<file path="src/design/hsvf_pkg.sv">
// Shared widths, configuration register indexes and divider word type for the HSV window filter.
`default_nettype none

package hsvf_pkg;

  localparam int ChanW    = 8;  // colour channel, saturation and margin width
  localparam int HueW     = 9;  // hue in whole degrees
  localparam int QuotW    = 9;  // quotient bits produced by each divider
  localparam int DivSteps = 3;  // restoring steps done in one divider stage
  localparam int CfgIdxW  = 3;
  localparam int CfgDataW = 9;  // widest register is target_hue

  localparam logic [HueW-1:0] HueFold = 9'd180;
  localparam logic [HueW-1:0] HueFull = 9'd360;

  // register indexes of the configuration port
  localparam logic [CfgIdxW-1:0] CfgTargetHue = 3'd0;
  localparam logic [CfgIdxW-1:0] CfgTargetSat = 3'd1;
  localparam logic [CfgIdxW-1:0] CfgTargetVal = 3'd2;
  localparam logic [CfgIdxW-1:0] CfgHueMargin = 3'd3;
  localparam logic [CfgIdxW-1:0] CfgSatMargin = 3'd4;
  localparam logic [CfgIdxW-1:0] CfgValMargin = 3'd5;

  // partial remainder, dividend bits still to consume (quotient shifts in at
  // the bottom) and the divisor
  typedef struct packed {
    logic [ChanW-1:0] rem;
    logic [QuotW-1:0] dq;
    logic [ChanW-1:0] dvsr;
  } div_t;

endpackage

`default_nettype wire

</file>
<file path="src/design/hsvf_div_stage.sv">
// Three restoring-division steps of a pipelined 17-by-8 bit divider.
`default_nettype none

module hsvf_div_stage (
  input  wire hsvf_pkg::div_t din,
  output hsvf_pkg::div_t      dout
);

  import hsvf_pkg::*;

  always_comb begin : div_steps
    logic [ChanW:0] x;
    div_t           w;
    w = din;
    x = '0;
    for (int i = 0; i < DivSteps; i++) begin
      // bring down the next dividend bit, subtract where it fits
      x = {w.rem, w.dq[QuotW-1]};
      if (x >= {1'b0, w.dvsr}) begin
        w.rem = ChanW'(x - {1'b0, w.dvsr});
        w.dq  = {w.dq[QuotW-2:0], 1'b1};
      end else begin
        w.rem = x[ChanW-1:0];
        w.dq  = {w.dq[QuotW-2:0], 1'b0};
      end
    end
    dout = w;
  end

endmodule

`default_nettype wire

</file>
<file path="src/design/hsv_color_window_filter_unit.sv">
// Top level of the RGB to HSV converter with configurable HSV acceptance window.
`default_nettype none

// Path: a word taken at a rising edge (start high, busy low) passes through
//   registers s1 to s5 to the result ports, where it is held for one cycle
//   with result_valid high.
// Throughput: one word per cycle; busy never rises, since every stage moves on
//   each cycle and both dividers are three-stage pipelines of three bits each.
// Reset: clears every pipeline valid bit (words in flight are dropped) and
//   loads the configuration defaults: targets 0, hue margin 180, others 255.

module hsv_color_window_filter_unit (
  input  wire logic                          clk,
  input  wire logic                          rst,
  input  wire logic                          start,
  output logic                               busy,
  input  wire logic [hsvf_pkg::ChanW-1:0]    red,
  input  wire logic [hsvf_pkg::ChanW-1:0]    green,
  input  wire logic [hsvf_pkg::ChanW-1:0]    blue,
  input  wire logic                          cfg_write,
  input  wire logic [hsvf_pkg::CfgIdxW-1:0]  cfg_index,
  input  wire logic [hsvf_pkg::CfgDataW-1:0] cfg_data,
  output logic                               result_valid,
  output logic                               accept,
  output logic [hsvf_pkg::HueW-1:0]          hue_deg,
  output logic [hsvf_pkg::ChanW-1:0]         sat_level,
  output logic [hsvf_pkg::ChanW-1:0]         val_level
);

  import hsvf_pkg::*;

  localparam int TW = 18;  // signed hue numerator, up to 360 * 255

  typedef enum logic [1:0] {
    SEL_RED,
    SEL_GREEN,
    SEL_BLUE
  } sel_t;

  // after channel sort: largest channel, chroma and the sector difference
  typedef struct packed {
    logic             valid;
    sel_t             sel;
    logic [ChanW-1:0] v;
    logic [ChanW-1:0] d;
    logic [ChanW:0]   n;  // two's complement difference of the other channels
  } sort_t;

  // divider pipeline word
  typedef struct packed {
    logic             valid;
    logic [ChanW-1:0] v;
    logic             hue_en;
    div_t             hdiv;
    div_t             sdiv;
  } pipe_t;

  // configuration registers
  logic [HueW-1:0]  target_hue;
  logic [ChanW-1:0] target_sat;
  logic [ChanW-1:0] target_val;
  logic [ChanW-1:0] hue_margin;
  logic [ChanW-1:0] sat_margin;
  logic [ChanW-1:0] val_margin;

  sort_t s1;
  sort_t s1_next;
  pipe_t s2;
  pipe_t s2_next;
  pipe_t s3;
  pipe_t s3_next;
  pipe_t s4;
  pipe_t s4_next;
  pipe_t s5;
  pipe_t s5_next;

  logic             accept_next;
  logic [HueW-1:0]  hue_next;
  logic [ChanW-1:0] sat_next;

  // The pipeline never stalls, so a new word is taken every cycle.
  assign busy = 1'b0;

  // Configuration writes; an index past the last register is dropped.
  always_ff @(posedge clk) begin
    if (rst) begin
      target_hue <= '0;
      target_sat <= '0;
      target_val <= '0;
      hue_margin <= ChanW'(HueFold);
      sat_margin <= '1;
      val_margin <= '1;
    end else if (cfg_write) begin
      case (cfg_index)
        CfgTargetHue: target_hue <= cfg_data[HueW-1:0];
        CfgTargetSat: target_sat <= cfg_data[ChanW-1:0];
        CfgTargetVal: target_val <= cfg_data[ChanW-1:0];
        CfgHueMargin: hue_margin <= cfg_data[ChanW-1:0];
        CfgSatMargin: sat_margin <= cfg_data[ChanW-1:0];
        CfgValMargin: val_margin <= cfg_data[ChanW-1:0];
        default: ;
      endcase
    end
  end

  // Stage 1: find the largest channel (red, then green, then blue win ties),
  // the smallest, the chroma and the difference that sets the hue offset.
  always_comb begin : sort_logic
    logic [ChanW-1:0] mx;
    logic [ChanW-1:0] mn;
    sel_t             sel;
    mx  = red;
    sel = SEL_RED;
    if (green > mx) begin
      mx  = green;
      sel = SEL_GREEN;
    end
    if (blue > mx) begin
      mx  = blue;
      sel = SEL_BLUE;
    end
    mn = red;
    if (green < mn) mn = green;
    if (blue < mn)  mn = blue;

    s1_next.valid = start && !busy;
    s1_next.sel   = sel;
    s1_next.v     = mx;
    s1_next.d     = mx - mn;
    case (sel)
      SEL_GREEN: s1_next.n = {1'b0, blue} - {1'b0, red};
      SEL_BLUE:  s1_next.n = {1'b0, red} - {1'b0, green};
      default:   s1_next.n = {1'b0, green} - {1'b0, blue};
    endcase
  end

  // Stage 2: build the hue numerator 60*n plus the sector base, wrapped
  // into the positive range, the saturation numerator 255*d and the hue enable 100*d > v.
  always_comb begin : numer_logic
    logic [TW-1:0]      d_x;
    logic [TW-1:0]      n_x;
    logic [TW-1:0]      base;
    logic [TW-1:0]      t;
    logic [TW-1:0]      full;
    logic [2*ChanW:0]   snum;
    logic [2*ChanW-2:0] d100;
    d_x  = {{(TW-ChanW){1'b0}}, s1.d};
    n_x  = {{(TW-ChanW-1){s1.n[ChanW]}}, s1.n};
    full = (d_x << 8) + (d_x << 6) + (d_x << 5) + (d_x << 3);
    case (s1.sel)
      SEL_GREEN: base = (d_x << 7) - (d_x << 3);
      SEL_BLUE:  base = (d_x << 8) - (d_x << 4);
      default:   base = '0;
    endcase
    t = base + (n_x << 6) - (n_x << 2);
    if (t[TW-1]) t = t + full;

    snum = {1'b0, s1.d, {ChanW{1'b0}}} - {{(ChanW+1){1'b0}}, s1.d};
    d100 = {{(ChanW-1){1'b0}}, s1.d};
    d100 = (d100 << 6) + (d100 << 5) + (d100 << 2);

    s2_next.valid       = s1.valid;
    s2_next.v           = s1.v;
    s2_next.hue_en      = d100 > {{(ChanW-1){1'b0}}, s1.v};
    s2_next.hdiv.rem    = t[TW-2:QuotW];
    s2_next.hdiv.dq     = t[QuotW-1:0];
    s2_next.hdiv.dvsr   = s1.d;
    s2_next.sdiv.rem    = snum[2*ChanW:QuotW];
    s2_next.sdiv.dq     = snum[QuotW-1:0];
    s2_next.sdiv.dvsr   = s1.v;
  end

  // Stages 3 to 5: three quotient bits of each divider per stage.
  assign s3_next.valid  = s2.valid;
  assign s3_next.v      = s2.v;
  assign s3_next.hue_en = s2.hue_en;
  assign s4_next.valid  = s3.valid;
  assign s4_next.v      = s3.v;
  assign s4_next.hue_en = s3.hue_en;
  assign s5_next.valid  = s4.valid;
  assign s5_next.v      = s4.v;
  assign s5_next.hue_en = s4.hue_en;

  hsvf_div_stage u_hdiv_a (.din(s2.hdiv), .dout(s3_next.hdiv));
  hsvf_div_stage u_sdiv_a (.din(s2.sdiv), .dout(s3_next.sdiv));
  hsvf_div_stage u_hdiv_b (.din(s3.hdiv), .dout(s4_next.hdiv));
  hsvf_div_stage u_sdiv_b (.din(s3.sdiv), .dout(s4_next.sdiv));
  hsvf_div_stage u_hdiv_c (.din(s4.hdiv), .dout(s5_next.hdiv));
  hsvf_div_stage u_sdiv_c (.din(s4.sdiv), .dout(s5_next.sdiv));

  // Output stage: mask the quotients for black and weak chroma, then test
  // the three distances against their margins.
  always_comb begin : window_logic
    logic [HueW-1:0]  hd;
    logic [ChanW-1:0] sd;
    logic [ChanW-1:0] vd;
    hue_next = s5.hue_en ? s5.hdiv.dq : '0;
    sat_next = (s5.v != '0) ? s5.sdiv.dq[ChanW-1:0] : '0;

    hd = (hue_next >= target_hue) ? hue_next - target_hue : target_hue - hue_next;
    // fold the circular distance; a target above 359 can push it to 360+
    if (hd > HueFold) begin
      hd = (hd >= HueFull) ? '0 : HueFull - hd;
    end
    sd = (sat_next >= target_sat) ? sat_next - target_sat : target_sat - sat_next;
    vd = (s5.v >= target_val) ? s5.v - target_val : target_val - s5.v;

    accept_next = (hd <= {1'b0, hue_margin}) && (sd <= sat_margin) && (vd <= val_margin);
  end

  // Advance the pipeline; only the valid bits are reset, payload needs none.
  always_ff @(posedge clk) begin
    if (rst) begin
      s1.valid     <= 1'b0;
      s2.valid     <= 1'b0;
      s3.valid     <= 1'b0;
      s4.valid     <= 1'b0;
      s5.valid     <= 1'b0;
      result_valid <= 1'b0;
    end else begin
      s1.valid     <= s1_next.valid;
      s2.valid     <= s2_next.valid;
      s3.valid     <= s3_next.valid;
      s4.valid     <= s4_next.valid;
      s5.valid     <= s5_next.valid;
      result_valid <= s5.valid;
    end
    s1.sel    <= s1_next.sel;
    s1.v      <= s1_next.v;
    s1.d      <= s1_next.d;
    s1.n      <= s1_next.n;
    s2.v      <= s2_next.v;
    s2.hue_en <= s2_next.hue_en;
    s2.hdiv   <= s2_next.hdiv;
    s2.sdiv   <= s2_next.sdiv;
    s3.v      <= s3_next.v;
    s3.hue_en <= s3_next.hue_en;
    s3.hdiv   <= s3_next.hdiv;
    s3.sdiv   <= s3_next.sdiv;
    s4.v      <= s4_next.v;
    s4.hue_en <= s4_next.hue_en;
    s4.hdiv   <= s4_next.hdiv;
    s4.sdiv   <= s4_next.sdiv;
    s5.v      <= s5_next.v;
    s5.hue_en <= s5_next.hue_en;
    s5.hdiv   <= s5_next.hdiv;
    s5.sdiv   <= s5_next.sdiv;
    accept    <= accept_next;
    hue_deg   <= hue_next;
    sat_level <= sat_next;
    val_level <= s5.v;
  end

  // every accepted word comes out with result_valid high
  a_word_out: assert property (@(posedge clk) disable iff (rst)
    (start && !busy) |-> ##6 result_valid)
    else $error("accepted word did not appear after six cycles");

  a_no_ghost: assert property (@(posedge clk) disable iff (rst)
    result_valid |-> $past(start && !busy, 6))
    else $error("result without a matching accepted word");

  a_hue_range: assert property (@(posedge clk) disable iff (rst)
    result_valid |-> (hue_deg < HueFull))
    else $error("hue quotient out of range");

  a_black: assert property (@(posedge clk) disable iff (rst)
    (result_valid && (val_level == '0)) |-> ((sat_level == '0) && (hue_deg == '0)))
    else $error("black input gave non-zero hue or saturation");

endmodule

`default_nettype wire
</file>
<file path="config.mk">
export PLATFORM = sky130hd
export DESIGN_NAME = hsv_color_window_filter_unit
export DESIGN_NICKNAME = d
export VERILOG_FILES = /design/src/design/hsvf_pkg.sv /design/src/design/hsvf_div_stage.sv /design/src/design/hsv_color_window_filter_unit.sv
export SDC_FILE = /design/constraint.sdc
export NUM_CORES = 1
export LEC_CHECK = 0
export BUFFER_PORTS_ARGS = -buffer_cell sky130_fd_sc_hd__buf_2
export CAP_MARGIN = 5
export CELL_PAD_IN_SITES_DETAIL_PLACEMENT = 1
export CELL_PAD_IN_SITES_GLOBAL_PLACEMENT = 1
export CORE_MARGIN = 1
export CORE_UTILIZATION = 45
export DETAILED_ROUTE_END_ITERATION = 12
export PLACE_DENSITY = 0.86
export SKIP_CTS_REPAIR_TIMING = 1
export SYNTH_ARGS = -nofsm -noshare
export SYNTH_HDL_FRONTEND = slang
export SYNTH_HIERARCHICAL = 1
export SYNTH_SLANG_ARGS = --single-unit
export TNS_END_PERCENT = 50
</file>
<file path="constraint.sdc">
create_clock -name clk -period 8.95 [get_ports clk]
set_clock_uncertainty 0.1 [all_clocks]
set_input_delay 1.3425 -clock clk [delete_from_list [all_inputs] [get_ports clk]]
set_output_delay 1.3425 -clock clk [all_outputs]
set_load 0.03 [all_outputs]
</file>
=== Yosys cells after proc, flatten, opt, wreduce, memory -nomap -nowiden ===
Index checks and enable logic that the tools add are counted.

* Equality and inequality tests: 9
* $add $sub $neg: 38
* Reductions and logical operators: 10
* Mux-type cells: 34
* Order comparisons: 31

{| class="wikitable"
|+ Operators by type and width
! cell !! number
|-
| 17-bit 2-to-1 mux || 17
|-
| 8-bit subtractor || 21
|-
| 9-bit by 8-bit greater-or-equal comparator with 1-bit output || 18
|-
| 8-bit 2-to-1 mux || 7
|-
| 9-bit 2-to-1 mux || 4
|-
| 18-bit case mux with 2 select lines || 1
|-
| 8-bit by 8-bit subtractor with 9-bit output || 3
|-
| 18-bit adder || 1
|-
| 9-bit case mux with 2 select lines || 1
|-
| 18-bit subtractor || 1
|-
| 9-bit subtractor || 2
|-
| 16-bit by 14-bit adder with 17-bit output || 1
|-
| 17-bit by 11-bit adder with 17-bit output || 1
|-
| 17-bit by 13-bit adder with 17-bit output || 1
|-
| 17-bit adder || 1
|-
| 16-bit by 12-bit subtractor with 17-bit output || 1
|-
| 16-bit by 8-bit subtractor with 17-bit output || 1
|-
| 8-bit greater-or-equal comparator || 2
|-
| 8-bit > comparator || 2
|-
| 8-bit less-or-equal comparator || 2
|-
| 8-bit < comparator || 2
|-
| 15-bit by 11-bit subtractor with 16-bit output || 1
|-
| 14-bit by 13-bit adder with 15-bit output || 1
|-
| 15-bit by 10-bit adder with 15-bit output || 1
|-
| other kinds (17) || 29
|}

* Logic and storage cells: 167
* Bits of input ports: 40
* Output and inout port bits: 28
* Register bits after elaboration: 287

=== Longest topological paths before layout ===
Gate-level depths: netlist (run 1).

* Word-level depth: 9
* Gate-level depth with buffers: 32
* Mapped depth without buffers: 31

=== Hierarchy ===
The synthesis (run 1) kept the hierarchy.

{| class="wikitable"
|+ Modules (own cells, without submodules)
! module !! cells an instance !! instances !! area each (µm²) !! seq. area each (µm²)
|-
| hsv_color_window_filter_unit || 1597 || 1 || 15419.8 || 6005.8
|-
| hsvf_div_stage || 178 || 6 || 1425.1 || 0.0
|}

=== Worst setup path before layout (run 1) ===
OpenSTA, ideal clock, no wires.

* Path kind: input to register
* Start: input port green[1] (netlist name)
* End: register s1, in the netlist numer_logic.d_x[7]
* Arrival: 6.815 ns
* Buffers on the path: 2
* Setup slack: 1.914 ns
* Library setup time: 0.121 ns
* Stages: 30
* Data required time: 8.729 ns
* Cells stage by stage: inv_1 -> ha_1 -> nor2b_1 -> o21a_1 -> o21a_1 -> o41ai_2 -> o21bai_1 -> a21oi_1 -> buf_2 -> mux2i_1 -> ha_1 -> o21a_1 -> o21a_1 -> o21ai_0 -> nand2b_1 -> a221o_1 -> nand2_1 -> clkbuf_1 -> clkinv_1 -> a21boi_0 -> ha_1 -> nor2b_1 -> o21ai_0 -> nand2b_1 -> a21o_1 -> a21o_1 -> a21o_1 -> a21oi_1 -> xnor2_1 -> xnor2_1

{| class="wikitable"
|+ RTL lines
! item !! RTL line !! RTL
|-
| start: declaration || hsv_color_window_filter_unit.sv:18 || <nowiki>input wire logic [hsvf_pkg::ChanW-1:0] green,</nowiki>
|-
| end: declaration || hsv_color_window_filter_unit.sv:66 || <nowiki>sort_t s1;</nowiki>
|}

=== Final worst setup path (run 1) ===
* Start: register s1, in the netlist numer_logic.d_x[4]
* End: register s2[49] (netlist name)

* Longest elaborated chain between the ends: 6
* Elaborated cells on any way between the ends: 10
* Those cells by class: add/sub (8); mux (2)

{| class="wikitable"
|+ RTL lines
! item !! RTL line !! RTL
|-
| 16-bit by 12-bit subtractor with 17-bit output / 15-bit by 11-bit subtractor with 16-bit output (equally long branches) || hsv_color_window_filter_unit.sv:152, hsv_color_window_filter_unit.sv:151 ||
|-
| 18-bit case mux with 2 select lines || hsv_color_window_filter_unit.sv:150 || <nowiki>case (s1.sel)</nowiki>
|-
| 18-bit adder || hsv_color_window_filter_unit.sv:155 || <nowiki>t = base + (n_x << 6) - (n_x << 2);</nowiki>
|-
| 18-bit subtractor || hsv_color_window_filter_unit.sv:155 ||
|-
| 17-bit adder || hsv_color_window_filter_unit.sv:156 || <nowiki>if (t[TW-1]) t = t + full;</nowiki>
|-
| 17-bit 2-to-1 mux * || hsv_color_window_filter_unit.sv:156 ||
|-
| via numer_logic.t[16] || hsv_color_window_filter_unit.sv:143 || <nowiki>logic [TW-1:0] t;</nowiki>
|-
| end: declaration || hsv_color_window_filter_unit.sv:68 || <nowiki>pipe_t s2;</nowiki>
|}

The timed path passes the listed nets; every way through them passes the cells marked *.
A chain may end at the register's enable or synchronous reset.

==> results of run 1 <==
## worst max-delay path: cells and delay by family, from the launching register on
family / cells / cell delay [ns]
AO/OA/AOI/OAI: 8 / 1.50
XOR/XNOR: 3 / 0.50
adder cells (fa/ha/maj): 6 / 2.32
buffers and inverters: 3 / 0.41
AND/OR/NAND/NOR: 6 / 1.32
flip-flops: 1 / 0.83
## sequential cells by signal, summed over array words and instances (netlist names)
signal	flops
accept	1
hue_deg	9
hue_margin	8
numer_logic.d_x	8
numer_logic.n_x	9
result_valid	1
s1	11
s2	49
s3	59
s4	59
s5	27
sat_level	8
sat_margin	8
target_hue	9
target_sat	8
target_val	8
val_level	8
val_margin	8
## layout by cell type (no fill, tap or decap), types with 8 or more instances in the layout
cell type,count
o22ai_1,14
ha_1,340
buf_2,66
mux2_4,35
or3_1,14
o21bai_1,20
a21oi_1,168
nand3b_1,30
mux2i_1,69
nor2_1,132
nor4_1,14
and3_1,20
o31a_1,19
nand2_1,180
nand2b_1,22
nor2b_1,49
a221o_1,8
clkbuf_16,34
mux2_2,66
a2111oi_0,8
nand4_1,36
nor3_1,34
o21a_1,41
nand3_1,34
a31oi_1,18
and2_1,8
dfxtp_1,298
a21o_1,50
inv_1,319
o21ai_0,85
o211ai_1,17
fa_1,59
xnor2_1,100
xor2_1,42
and4_1,13
## per-stage QoR
step                 util  hold slack, ns  setup WS (ns)  std cells
floorplan               -           0.210           1.91       2590
global placement    0.464           0.211           1.56       3234
detailed placement  0.464           0.213           1.36       3234
CTS                 0.486           0.231           1.77       3292
global route        0.486           0.226           1.23       3292
finish              0.486           0.227           1.82       3292
## layer usage
metal  GRT usage  part of all wire  vias up
met5           0                 0        -
met4       0.109             0.038        0
met3      0.0291             0.031      179
met2       0.490              0.52      461
met1       0.287              0.41     9416
li1            -                 -     8950
## worst paths after layout
kind,start,end,slack (ns),cells after the start
setup reg to reg,numer_logic.d_x[4],s2[49],1.82,26
setup / recovery,numer_logic.d_x[4],s2[49],1.82,26
hold / removal,s3[33],s4[36],0.23,0
hold reg to reg,s3[33],s4[36],0.23,0
## area by class of cell
class                           instances  area (um^2)  share of cell area
Clock buffer                           38          886              0.0356
Clock inverter                         20          248             0.00995
Inverter                              320         1200              0.0482
Multi-Input combinational cell       1865        15400               0.618
Sequential cell                       298         5970               0.240
Tap cell                              680          851              0.0342
Timing Repair Buffer                   71          368              0.0148
==> metrics, run 1 <==
outcome=finished, violations left; failing checks=design-rule violations; Final ANT Viol Nets=0; I/O Pins=68; vias in the first global route=21128; Worst-Skew Late Latency=0.56 ns; Top cell by count, worst path=ha_1; critical path endpoint category=register; Design Area, Final=24900 um^2; DR iter-0 viols=793; slew at the pin closest to its max-slew limit=0.889 ns; Worst Hold Class=register to register; max-cap violations=0; first-pass GRT wire length=111000 um; synth-to-layout area growth=6.84%; Worst path slowest cell=dfxtp_1; Gate Count Post-Synth=2588; final max-slew violation count=0; chip height=230 um; synth warn=6; total gr overflow=0; largest net degree at the start of global routing=56; drt wl/cell=20.6 um; GRT Total Usage=0.258; die width=230 um; site row count=83; # fillers=5916; CP startpoint kind=register; synthesized area=23300 um^2; clk slew on worst S/H paths=0.06 ns; Initial DRT Pass Iterations=9; # clock sinks=298; drt total wl=68000 um; relative slew slack=0.407; diode count=0; routability cong.=0.891; Initial Utilization=0.455; Final TNS setup=0 ns; Avg Cell Area, Syn=9.01 um^2; fmax=140 MHz; vias=19006; Clock Tree Root=clkbuf_16; final setup violating endpoints=0; crit share post-route=0.796; RSZ-0062 raised after global routing=false; IO buf count=66; CP required=9.28 ns; htree depth=2; CTS Buffer Depth=3; critical path type=register to register; crit-path max cell delay=0.83 ns; Arr. time, crit path=7.45 ns; Vias per Instance=5.77; TritonCTS Buffers=34; core footprint=51200 um^2; Period minus WS final=7.13 ns; Post-route DRC=2; CTS tree=done; die area=52700 um^2; layout cell share with drive strength beyond 1=0.108; Fin. Hold Viols=0; crit path max fanout=12; Layout Nets=3029; detailed-placement wirelength estimate=50900 um; dpl cell area=23800 um^2; initial antenna violation count=0
Power of run 1 is left out: the tool's default activity adds up to more than one toggle a clock period on the data nets, which glitch-free logic cannot reach.
==> inputs of run 2 (changes only) <==
--- a/config.mk
+++ b/config.mk
@@ -12,7 +12,7 @@
 export CORE_MARGIN = 1
 export CORE_UTILIZATION = 45
 export DETAILED_ROUTE_END_ITERATION = 12
-export PLACE_DENSITY = 0.86
+export PLACE_DENSITY = 0.89
 export SKIP_CTS_REPAIR_TIMING = 1
 export SYNTH_ARGS = -nofsm -noshare
 export SYNTH_HDL_FRONTEND = slang
==> constraint.sdc (replaced) <==
create_clock -name clk -period 6.54 [get_ports clk]
set_clock_uncertainty 0.1 [all_clocks]
set_input_delay 0.981 -clock clk [delete_from_list [all_inputs] [get_ports clk]]
set_output_delay 0.981 -clock clk [all_outputs]
set_load 0.03 [all_outputs]
==> metrics, run 2 (synthesized netlist as in run 1, its figures left out) <==
reg2reg setup slack=-0.24 ns (-2.06 ns); critical path endpoint category=register; relative slew slack=0.394 (-0.0140); critical path type=register to register; htree depth=2 (unchanged); FF-to-FF Start=s3[31]; outcome=finished, violations left; Worst-Skew Late Latency=0.57 ns (about the same); layout cell share with drive strength beyond 1=0.138 (+0.0299); initial antenna violation count=0 (unchanged); pre-CTS setup slack=-0.0560 ns (-1.41 ns); site row count=83 (unchanged); vias in the first global route=21456 (+1.6%); IO buf count=66 (unchanged); RSZ-0062 raised after global routing=true; Fin. Hold Viols=0 (unchanged); Critical Path Sink=s4[43]; core footprint=51200 um^2 (unchanged); clk slew on worst S/H paths=0.07 ns (about the same); synth-to-layout area growth=9.26%; CP startpoint kind=register; drt total wl=77200 um (+14%); routability cong.=0.868 (-2.6%); Clock Tree Root=clkbuf_16; crit share post-route=1.04 (+0.240); CP required=6.87 ns (-2.41 ns); max-cap violations=0 (unchanged); Arr. time, crit path=7.11 ns (-0.34 ns); Reg2Reg Depth=22 (-15%); top flop regs=s3: 59 flops, s4: 59 flops, s2: 49 flops; DR iter-0 viols=1106 (+39%); die area=52700 um^2 (unchanged); post-route worst setup slack=-0.235 ns (-2.06 ns); largest net degree at the start of global routing=56 (unchanged); GRT Total Usage=0.265 (+0.00669); Initial DRT Pass Iterations=9 (unchanged); fmax=148 MHz (+5.2%); Worst Hold Class=register to register; CP startpoint=s3[31]; slew at the pin closest to its max-slew limit=0.910 ns (+0.0209 ns); detailed-placement wirelength estimate=52600 um (+3.2%); Layout Nets=3075 (+1.5%); diode count=0 (unchanged); most frequent cells in the layout=ha_1, inv_1, dfxtp_1; Vias per Instance=5.99 (+3.8%); drt wl/cell=23.1 um (+12%); TritonCTS Buffers=35 (+2.9%); die width=230 um (unchanged); chip height=230 um (unchanged); CTS Buffer Depth=3 (unchanged); Post-route DRC=2 (unchanged); CTS tree=done; reg-to-reg endpoint=s4[43]; final setup violating endpoints=16 (+16); # clock sinks=298 (unchanged); Period minus WS final=6.78 ns (-0.350 ns); Initial Utilization=0.455 (unchanged); total gr overflow=0 (unchanged); failing checks=design-rule violations, negative setup slack; vias=20029 (+5.4%); I/O Pins=68 (unchanged); first-pass GRT wire length=113000 um (+2.1%); Final ANT Viol Nets=0 (unchanged); commonest non-fill, non-tap cell in the layout=ha_1; crit path max fanout=7 (-5); final max-slew violation count=0 (unchanged)
-- run 2: cell count changes in the layout (fill, tap and decap cells not counted), sizes merged --
cell      delta
clkbuf       +4
clkinvlp     +2
clkinv       -2
a221o        +1
inv          +1
buf         +44
-- run 2: final cells by class --
class,count,area [um^2]
fillers,5847,25700
clock buffers,42,952
repair buffers,115,698
multi-input cells,1866,15600
clock inverters,21,245
flip-flops and latches,298,5970
well taps,680,851
inverters,320,1200
-- run 2: routing by layer --
layer / share of wire / global-route usage / vias to the layer above / routed length (um)
met5: 0 / 0 / - / 0
met4: 0.059 / 0.127 / 0 / 4540
met3: 0.050 / 0.0319 / 316 / 3850
met2: 0.50 / 0.492 / 803 / 38900
met1: 0.39 / 0.297 / 9870 / 29900
li1: - / - / 9040 / -
-- run 2: worst min-delay path by stage --
| stage | from | to | slack (ns) | cells past startpoint |
|---|---|---|---|---|
| finish | s4[54] | s5[54] | 0.21 | 0 |
| global route | s4[54] | s5[54] | 0.22 | 0 |
| CTS | s4[54] | s5[54] | 0.20 | 0 |
| detailed placement | s3[34] | s4[37] | 0.21 | 0 |
| global placement | s4[34] | s5[37] | 0.21 | 0 |
| floorplan | s2[50] | s3[50] | 0.21 | 0 |
-- run 2: stage by stage --
stage	cell area (um^2)	std cells	util	hold slack (ns)	setup TNS, ns
CTS	25200	3322	0.491	0.200	-1.52
detailed placement	24000	3259	0.468	0.213	-0.0560
finish	25500	3342	0.498	0.206	-2.23
global placement	24000	3259	0.468	0.210	0
global route	25500	3342	0.498	0.217	-5.46
floorplan	23300	2590	-	0.210	0
-- run 2: critical path: stages, from the launching register on --
cell     delay [ns]
dfxtp_1        0.44
inv_1          0.16
ha_1           0.39
and4_1         0.23
and4_1         0.25
nor3_1         0.19
a21o_2         0.25
buf_4          0.15
mux2_2         0.37
ha_1           0.24
a21oi_1        0.42
o22ai_1        0.29
o211a_1        0.35
nor2_4         0.27
mux2i_4        0.34
ha_1           0.29
nor2b_1        0.17
o31a_1         0.29
o31a_1         0.29
nor3_1         0.20
o21ai_0        0.19
a221o_2        0.44
mux2_4         0.32
Power of run 2 is left out for the same reason.
==> inputs of run 3 (changes only) <==
--- a/config.mk
+++ b/config.mk
@@ -9,6 +9,7 @@
 export CAP_MARGIN = 5
 export CELL_PAD_IN_SITES_DETAIL_PLACEMENT = 1
 export CELL_PAD_IN_SITES_GLOBAL_PLACEMENT = 1
+export CORE_ASPECT_RATIO = 0.6
 export CORE_MARGIN = 1
 export CORE_UTILIZATION = 45
 export DETAILED_ROUTE_END_ITERATION = 12
@@ -18,4 +19,3 @@
 export SYNTH_HDL_FRONTEND = slang
 export SYNTH_HIERARCHICAL = 1
 export SYNTH_SLANG_ARGS = --single-unit
-export TNS_END_PERCENT = 50
==> metrics, run 3 (synthesized netlist as in run 1, its figures left out) <==
outcome=completed; Worst-Skew Late Latency=0.61 ns (+0.04 ns); Initial DRT Pass Iterations=5 (-4); Fin. Hold Viols=0 (unchanged); most frequent cells in the layout=ha_1, inv_1, dfxtp_1; chip height=178 um (-22%); diode count=0 (unchanged); Final ANT Viol Nets=0 (unchanged); Arr. time, crit path=6.78 ns (-0.33 ns); final setup violating endpoints=0 (-16); crit share post-route=0.974 (-0.0622); DR iter-0 viols=1369 (+24%); TritonCTS Buffers=31 (-11%); routability cong.=0.914 (+5.3%); met2 WL=33900 um (-13%); Min Hold Slack=0.209 ns (+0.00256 ns); vias in the first global route=20706 (-3.5%); site row count=64 (-23%); htree depth=1 (-1); max-cap violations=0 (unchanged); Layout Nets=3076 (+0.033%); placed cells=3282 (+0.71%); Worst Hold Class=register to register; CP startpoint kind=register; GRT Total Usage=0.275 (+0.0103); Clock Tree Root=clkbuf_16; Post-route DRC=0 (-2); critical path type=register to register; Initial Utilization=0.457 (+0.00169); top routing layer used=met4; die width=296 um (+29%); Final Core Density=0.498 (+0.000739); CTS tree=done; critical path endpoint category=register; core footprint=51000 um^2 (-0.37%); # clock sinks=298 (unchanged); fin cells=3354 (+0.36%); Period minus WS final=6.37 ns (-0.407 ns); drt total wl=74300 um (-3.8%); CP required=6.95 ns (+0.08 ns); drt wl/cell=22.1 um (-4.2%); relative slew slack=0.301 (-0.0929); final max-slew violation count=0 (unchanged); top flop regs=s3: 59 flops, s4: 59 flops, s2: 49 flops; I/O Pins=68 (unchanged); RSZ-0062 raised after global routing=true; commonest non-fill, non-tap cell in the layout=ha_1; slew at the pin closest to its max-slew limit=1.05 ns (+0.139 ns); initial antenna violation count=1 (+1); clk slew on worst S/H paths=0.07 ns (about the same); first-pass GRT wire length=115000 um (+1.5%); fmax=157 MHz (+6.4%); post-route worst setup slack=0.172 ns (+0.407 ns); vias=19604 (-2.1%); synth-to-layout area growth=9.02%; pre-CTS setup slack=-0.327 ns (-0.271 ns); die area=52800 um^2 (about the same); crit path max fanout=6 (-1); CTS Buffer Depth=3 (unchanged); Vias per Instance=5.84 (-2.5%); IO buf count=66 (unchanged); largest net degree at the start of global routing=56 (unchanged); layout cell share with drive strength beyond 1=0.138 (-0.000324); detailed-placement wirelength estimate=56900 um (+8.2%); M1 WL=33600 um (+12%); total gr overflow=0 (unchanged); Routed met3 length=4410 um (+15%)
## run 3: cell types whose count changed in the layout (fill, tap and decap cells not counted), sizes merged
cell | before | now
a221o | 9 | 8
buf | 115 | 121
clkbuf | 42 | 35
clkinvlp | 3 | 8
clkinv | 9 | 5
## run 3: cell type report
cell class	count	area, um^2
fillers	5919	25600
multi-input cells	1865	15500
repair buffers	121	743
clock buffers	35	821
clock inverters	22	269
inverters	320	1200
well taps	693	867
flip-flops and latches	298	5970
## run 3: through the flow
step,area [um^2],TNS [ns]
after floorplan,23300,0
after global placement,24100,0
after detailed placement,24100,-0.422
after CTS,25100,-0.755
after global routing,25400,-0.744
final,25400,0
## run 3: worst max-delay path, cell delays in order, from the launching register on
cell and delay [ns]:
dfxtp_1 0.40, inv_4 0.08, ha_1 0.20, nor2b_1 0.15
buf_4 0.16, xnor2_2 0.26, a22o_1 0.22, fa_1 0.44
ha_1 0.35, o21ai_0 0.15, nand2b_1 0.21, xor2_2 0.24
fa_1 0.48, ha_1 0.37, fa_1 0.48, a21oi_1 0.20
o21bai_1 0.13, a21o_1 0.23, a21oi_2 0.19, nor2b_1 0.07
o21ai_0 0.18, nand2b_1 0.14, or4_1 0.50, a31oi_2 0.20
xnor2_1 0.14
## run 3: path summary, 6_finish.rpt
kind	startpoint	end	slack, ns	depth (start not counted)
worst min-delay path	s4[55]	s5[55]	0.21	0
worst max register to register	numer_logic.d_x[2]	s2[49]	0.17	24
worst max-delay path	numer_logic.d_x[2]	s2[49]	0.17	24
worst min register to register	s4[55]	s5[55]	0.21	0
## run 3: layer usage
metal  vias to the layer above  GRT usage
met5                         -          0
met4                         0     0.0851
met3                       172     0.0355
met2                       672      0.454
met1                      9753      0.373
li1                       9007          -
Power of run 3 is left out for the same reason.
